===== src/hdl/aaf_pkg.sv =====
`timescale 1ns / 1ps
`default_nettype none
// ----------------------------------------------------------------------------
// aaf_pkg
// Shared types, constants and the ADTS header byte builder for the
// RTP/AAC to ADTS framer.
// ----------------------------------------------------------------------------
package aaf_pkg;

  // Configuration register indexes
  localparam logic [7:0] CFG_MPEG_VERSION_ID   = 8'd0;
  localparam logic [7:0] CFG_PROFILE_CODE      = 8'd1;
  localparam logic [7:0] CFG_SAMPLE_RATE_INDEX = 8'd2;
  localparam logic [7:0] CFG_CHANNEL_CONFIG    = 8'd3;

  // Packet offsets
  localparam logic [3:0] POS_LEN = 4'd12;  // AU length byte
  localparam logic [3:0] POS_ESC = 4'd13;  // escape continuation byte
  localparam logic [3:0] POS_MAX = 4'd15;  // saturation point

  localparam logic [7:0]  LEN_ESCAPE    = 8'hFF;
  localparam logic [12:0] FLEN_ADD      = 13'd7;    // header size
  localparam logic [12:0] FLEN_ADD_ESC  = 13'd262;  // 255 + header size

  localparam logic [2:0] HDR_LAST = 3'd6;  // index of the seventh header byte

  typedef struct packed {
    logic       mpeg_version_id;
    logic [1:0] profile_code;
    logic [3:0] sample_rate_index;
    logic [2:0] channel_config;
  } aaf_cfg_t;

  // One pending piece of work for the emitter
  typedef struct packed {
    logic        is_header;  // 1: emit seven header bytes, 0: pass one byte
    logic [12:0] flen;
    logic [7:0]  data;
    logic        last;
  } aaf_work_t;

  function automatic logic [7:0] hdr_byte(input logic [2:0] idx,
                                          input aaf_cfg_t cfg,
                                          input logic [12:0] flen);
    logic [7:0] b;
    b = 8'hFC;
    unique case (idx)
      3'd0: b = 8'hFF;
      3'd1: b = {4'hF, cfg.mpeg_version_id, 2'b00, 1'b1};
      // private bit sits between rate index and channel MSB
      3'd2: b = {cfg.profile_code, cfg.sample_rate_index, 1'b0, cfg.channel_config[2]};
      3'd3: b = {cfg.channel_config[1:0], 4'b0000, flen[12:11]};
      3'd4: b = flen[10:3];
      3'd5: b = {flen[2:0], 5'h1F};
      default: b = 8'hFC;
    endcase
    return b;
  endfunction

endpackage
`default_nettype wire


===== src/hdl/aaf_parse.sv =====
`timescale 1ns / 1ps
`default_nettype none
// ----------------------------------------------------------------------------
// aaf_parse
// Tracks the byte offset, decodes the AU length and registers one work item.
// ----------------------------------------------------------------------------
module aaf_parse (
  input  wire logic              clk,
  input  wire logic              rst,
  input  wire logic              in_valid,
  output logic                   in_ready,
  input  wire logic [7:0]        data_byte,
  input  wire logic              last_byte,
  output logic                   work_valid,
  output aaf_pkg::aaf_work_t     work,
  input  wire logic              work_take
);
  import aaf_pkg::*;

  logic [3:0] pos;
  logic       escape_seen;
  logic [3:0] pos_next;
  logic       escape_next;
  logic       accept;
  logic       has_work;
  aaf_work_t  work_next;

  assign in_ready = !work_valid || work_take;
  assign accept   = in_valid && in_ready;

  always_comb begin
    has_work            = 1'b0;
    escape_next         = escape_seen;
    work_next.is_header = 1'b0;
    work_next.flen      = {5'b0, data_byte} + FLEN_ADD;
    work_next.data      = data_byte;
    work_next.last      = last_byte;
    priority if (pos == POS_LEN) begin
      if (data_byte == LEN_ESCAPE) begin
        escape_next = 1'b1;
      end else begin
        has_work            = 1'b1;
        work_next.is_header = 1'b1;
      end
    end else if (pos == POS_ESC && escape_seen) begin
      has_work            = 1'b1;
      work_next.is_header = 1'b1;
      work_next.flen      = {5'b0, data_byte} + FLEN_ADD_ESC;
    end else if (pos > POS_LEN) begin
      has_work = 1'b1;
    end else begin
      has_work = 1'b0;
    end
    if (last_byte) begin
      pos_next    = '0;
      escape_next = 1'b0;
    end else if (pos < POS_MAX) begin
      pos_next = pos + 4'd1;
    end else begin
      pos_next = pos;
    end
  end

  always_ff @(posedge clk) begin
    if (rst) begin
      pos         <= '0;
      escape_seen <= 1'b0;
      work_valid  <= 1'b0;
    end else begin
      if (accept) begin
        pos         <= pos_next;
        escape_seen <= escape_next;
        work_valid  <= has_work;
      end else if (work_take) begin
        work_valid <= 1'b0;
      end
    end
  end

  always_ff @(posedge clk) begin
    if (accept) begin
      work <= work_next;
    end
  end

endmodule
`default_nettype wire


===== src/hdl/aaf_emit.sv =====
`timescale 1ns / 1ps
`default_nettype none
// ----------------------------------------------------------------------------
// aaf_emit
// Expands a work item into header bytes or one payload byte and drives the
// output register.
// ----------------------------------------------------------------------------
module aaf_emit (
  input  wire logic              clk,
  input  wire logic              rst,
  input  wire aaf_pkg::aaf_cfg_t cfg,
  input  wire logic              work_valid,
  input  wire aaf_pkg::aaf_work_t work,
  output logic                   work_take,
  output logic                   out_valid,
  input  wire logic              out_ready,
  output logic [7:0]             out_byte,
  output logic                   out_last,
  output logic                   from_header
);
  import aaf_pkg::*;

  logic [2:0] hdr_idx;
  logic       load;
  logic       hdr_done;

  assign load      = work_valid && (!out_valid || out_ready);
  assign hdr_done  = (hdr_idx == HDR_LAST);
  assign work_take = load && (!work.is_header || hdr_done);

  always_ff @(posedge clk) begin
    if (rst) begin
      hdr_idx   <= '0;
      out_valid <= 1'b0;
    end else begin
      if (load) begin
        out_valid <= 1'b1;
        if (work.is_header) begin
          hdr_idx <= hdr_done ? 3'd0 : hdr_idx + 3'd1;
        end
      end else if (out_ready) begin
        out_valid <= 1'b0;
      end
    end
  end

  always_ff @(posedge clk) begin
    if (load) begin
      from_header <= work.is_header;
      if (work.is_header) begin
        out_byte <= hdr_byte(hdr_idx, cfg, work.flen);
        out_last <= hdr_done && work.last;
      end else begin
        out_byte <= work.data;
        out_last <= work.last;
      end
    end
  end

endmodule
`default_nettype wire


===== src/hdl/rtp_aac_to_adts_framer.sv =====
`timescale 1ns / 1ps
`default_nettype none
// ----------------------------------------------------------------------------
// rtp_aac_to_adts_framer
// Strips the RTP header from an AAC packet, prepends a 7-byte ADTS header
// built from the AU length and the config registers, and passes the payload.
// ----------------------------------------------------------------------------
//
//  Channel | Signals                                  | Direction
//  --------+------------------------------------------+----------
//  in      | in_valid/in_ready, data_byte, last_byte  | sink
//  out     | out_valid/out_ready, out_byte, out_last, | source
//          | from_header                              |
//  cfg     | cfg_valid/cfg_ready, cfg_index, cfg_data | sink
//
// Payload and RTP header bytes pass at one transfer per cycle while out_ready
// is high; the byte that completes the AU length holds the emitter while it
// sends the seven header bytes, one at a time, through the single output
// register. Input work register and output register each hold one item, so
// a new byte is taken while the previous result waits. Reset clears offset,
// escape flag, valids and loads the register defaults. Stalls on out_ready
// back up through both registers. cfg is always ready.
//
module rtp_aac_to_adts_framer (
  input  wire logic       clk,
  input  wire logic       rst,
  input  wire logic       in_valid,
  output logic            in_ready,
  input  wire logic [7:0] data_byte,
  input  wire logic       last_byte,
  output logic            out_valid,
  input  wire logic       out_ready,
  output logic [7:0]      out_byte,
  output logic            out_last,
  output logic            from_header,
  input  wire logic       cfg_valid,
  output logic            cfg_ready,
  input  wire logic [7:0] cfg_index,
  input  wire logic [7:0] cfg_data
);
  import aaf_pkg::*;

  aaf_cfg_t  cfg;
  aaf_work_t work;
  logic      work_valid;
  logic      work_take;

  assign cfg_ready = 1'b1;

  // Config registers: only low bits kept, unknown indexes ignored
  always_ff @(posedge clk) begin
    if (rst) begin
      cfg.mpeg_version_id   <= 1'b1;
      cfg.profile_code      <= 2'd1;
      cfg.sample_rate_index <= 4'd4;
      cfg.channel_config    <= 3'd2;
    end else if (cfg_valid) begin
      if (cfg_index == CFG_MPEG_VERSION_ID)   cfg.mpeg_version_id   <= cfg_data[0];
      if (cfg_index == CFG_PROFILE_CODE)      cfg.profile_code      <= cfg_data[1:0];
      if (cfg_index == CFG_SAMPLE_RATE_INDEX) cfg.sample_rate_index <= cfg_data[3:0];
      if (cfg_index == CFG_CHANNEL_CONFIG)    cfg.channel_config    <= cfg_data[2:0];
    end
  end

  // Offset tracking and length decode
  aaf_parse u_parse (
    .clk        (clk),
    .rst        (rst),
    .in_valid   (in_valid),
    .in_ready   (in_ready),
    .data_byte  (data_byte),
    .last_byte  (last_byte),
    .work_valid (work_valid),
    .work       (work),
    .work_take  (work_take)
  );

  // Header expansion and output register
  aaf_emit u_emit (
    .clk         (clk),
    .rst         (rst),
    .cfg         (cfg),
    .work_valid  (work_valid),
    .work        (work),
    .work_take   (work_take),
    .out_valid   (out_valid),
    .out_ready   (out_ready),
    .out_byte    (out_byte),
    .out_last    (out_last),
    .from_header (from_header)
  );

endmodule
`default_nettype wire

===== config.mk =====
export PLATFORM = sky130hd
export DESIGN_NAME = rtp_aac_to_adts_framer
export DESIGN_NICKNAME = d
export VERILOG_FILES = /design/src/hdl/aaf_pkg.sv /design/src/hdl/aaf_parse.sv /design/src/hdl/aaf_emit.sv /design/src/hdl/rtp_aac_to_adts_framer.sv
export SDC_FILE = /design/constraint.sdc
export NUM_CORES = 1
export LEC_CHECK = 0
export ABC_AREA = 1
export BUFFER_PORTS_ARGS = -buffer_cell sky130_fd_sc_hd__buf_4
export CORE_AREA = 8 8 91 93
export DETAILED_ROUTE_END_ITERATION = 8
export DIE_AREA = 0 0 99 101
export SLEW_MARGIN = 20
export SYNTH_ARGS = -nofsm -noshare
export SYNTH_HDL_FRONTEND = slang
export SYNTH_SLANG_ARGS = --single-unit

===== constraint.sdc =====
create_clock -name clk -period 1.8 [get_ports clk]
set_clock_uncertainty 0.05 [all_clocks]
set_input_delay 0.27 -clock clk [delete_from_list [all_inputs] [get_ports clk]]
set_output_delay 0.27 -clock clk [all_outputs]
set_load 0.01 [all_outputs]

==> out/metrics.yaml <==
grt_max_degree: 21
clkLatencyLatePin_ns: 0.30
syn_area_um2: 2560
synth_seq_cells: 50
endpoint_kind: "output pin"
p_total_mw: 2.10
via_count: 2055
core_area_um2: 6940
die-area_um2: 10000
synth_fa_ha_area_frac: 0.0391
htreeDepth: 2
grt-ovfl-total: 0
numCtsBuffers: 5
wl_per_cell_um: 12.5
drt_iter0_markers: 84
postLayoutCoreUtil: 0.440
run_status: "complete, no violations"
place.port_buffers: 37
final_hold_viol_count: 0
busiest_layer: "met2"
worstPathArrival_ns: 1.37
clk_pin_slew_worst_paths_ns: 0.09
grt_pass1_wl_um: 9400
whs_ns: 0.107
cts_hold_buf: 0
hp-class: "input pin to register"
synthMuxAreaShare: 0
finalNonFillerCells: 437
ir_drop_mv: 0.247
synth_top_family_by_area: "simple AND/OR/NAND/NOR gates"
setup.worst_path.class: "register to output pin"
layout-drive-gt1-share: 0.183
rsz0062_at_grt: "no"
drtPass1Iterations: 4
grt_pass1_vias: 2062
num-nets-final: 392
p_per_area_nw_per_um2: 688
cts_tree: "built"
place_ws_ns: 0.105
cap_violations: 0
cp_cell_sequence: "inv_2 > nand3_2 > nand2_1 > nand2_1 > nand2_4 > buf_4"
grt_util_met3: 0.0262
drv_slew: 0
cp_common_cell: "nand2_1"
yosysWarnings: 0
antenna_cells: 0
cp_num_buf_inv: 2
syn-num-nets: 347
antenna_found_initial: 0
layout_setup_ws_ns: 0.110
leakage_nw: 1.36
cp_slowest_cell: "dfxtp_1"
drc: 0
fill_cells: 693
fin_area_um2: 3060
timing.setup.tns_ns: 0
fmax_ghz: 0.592
avgSynthCellArea_um2: 8.28
worst-path-max-fanout: 7
dpl_cell_area_um2: 2960
cts_root_buf: "clkbuf_8"
start_util: 0.369
grtUsageMet1: 0.129
drt-total-wl_um: 5460
start_kind: "register"
dp_cells: 427
cpPeakStageDelay_ns: 0.48
viasPerCell: 4.70
synthToLayoutAreaGrowth_pct: 19.4
yosys.area_share.simple: 0.292
tightest_slew_ns: 0.506
gp_congestion: 0.808
fp.dieW_um: 99
rows: 31
ys_seq_area_frac: 0.508
dp_hpwl_um: 4270
crit_family: "flip-flops"
io_pins: 43
layout_commonest_cell: "nand2_1"
grt.met2_usage: 0.214
synth_xor_area_frac: 0.0205
ys_types: 31
max_slew_margin: 0.662
fin_crit_sh: 0.939
synth-compound-area-share: 0.0777
cts_buffer_depth: 2
required_ns: 1.48
finalSetupViolCount: 0
grt_usage: 0.117
final_cell_mix: "87 x nand2_1, 41 x buf_4, 35 x nor2_1, 31 x inv_1, 30 x edfxtp_1"
finalCriticalPeriod_ns: 1.69
die_y_um: 101
syn_inst: 309
clock-sinks: 50
ant_nets: 0
-- power by group --
group	switching [mW]	internal [mW]
combinational	0.116	0.0896
sequential	0.0151	1.26
clock	0.349	0.277
-- Yosys cell counts (all sizes together) --
library cell	n	area, um2
xor2	5	43.8
a21oi	20	100
nand2	91	354
nand3	24	130
buf	3	16.3
dfxtp	20	400
a31oi	2	12.5
xnor2	1	8.76
o21ai	14	70.1
nor2	37	141
nor3b	1	18.8
inv	36	135
ha	8	100
a21boi	1	7.51
nand4	5	31.3
clkbuf	1	3.75
or2	1	8.76
nand3b	5	37.5
nor3	2	26.3
conb	1	3.75
edfxtp	30	901
a41oi	1	8.76
-- final timing paths --
path / endpoint / slack, ns / from / cells past startpoint
min: u_parse.work_valid / 0.11 / rst / 2
max reg2reg: u_parse.work[14] / 0.15 / u_parse.pos[1] / 7
max: in_ready / 0.11 / u_emit.hdr_idx[0] / 6
min reg2reg: cfg[1] / 0.42 / cfg[1] / 2
-- layer usage --
| layer | part of all wire | wire length, um |
|---|---|---|
| met3 | 0.030 | 162 |
| met2 | 0.52 | 2830 |
| met5 | 0 | 0 |
| met1 | 0.44 | 2390 |
| met4 | 0.014 | 76 |
-- cell type report --
cell class,count,area (um2),area share
timing repair buffer,42,328,0.107
tap,82,103,0.0336
clock buffer,8,80.1,0.0262
inverter,36,135,0.0442
multi-input combinational,219,1110,0.363
sequential,50,1300,0.426
-- cells by family after synthesis --
family                     after synthesis
DFF                                     50
AOI/OAI and AO/OA                       38
other                                    1
adders and majority gates                8
xor gates and xnor gates                 6
and+or+nand+nor                        166
buffers and inverters                   40
-- flip-flops by register name, indices dropped and copies added (netlist names), 3 cells and up --
signal / count
cfg: 10
u_parse.work: 20
u_emit.out_byte: 8
u_parse.pos: 4
u_emit.hdr_idx: 3
-- timing repair --
item / in CTS / in global routing
setup endpoints to repair: 0 / 3
buffers inserted: 0 / 2
resized for setup: 0 / 3
hold endpoints to repair: 0 / 0
Power figures use the tool's default switching activity.
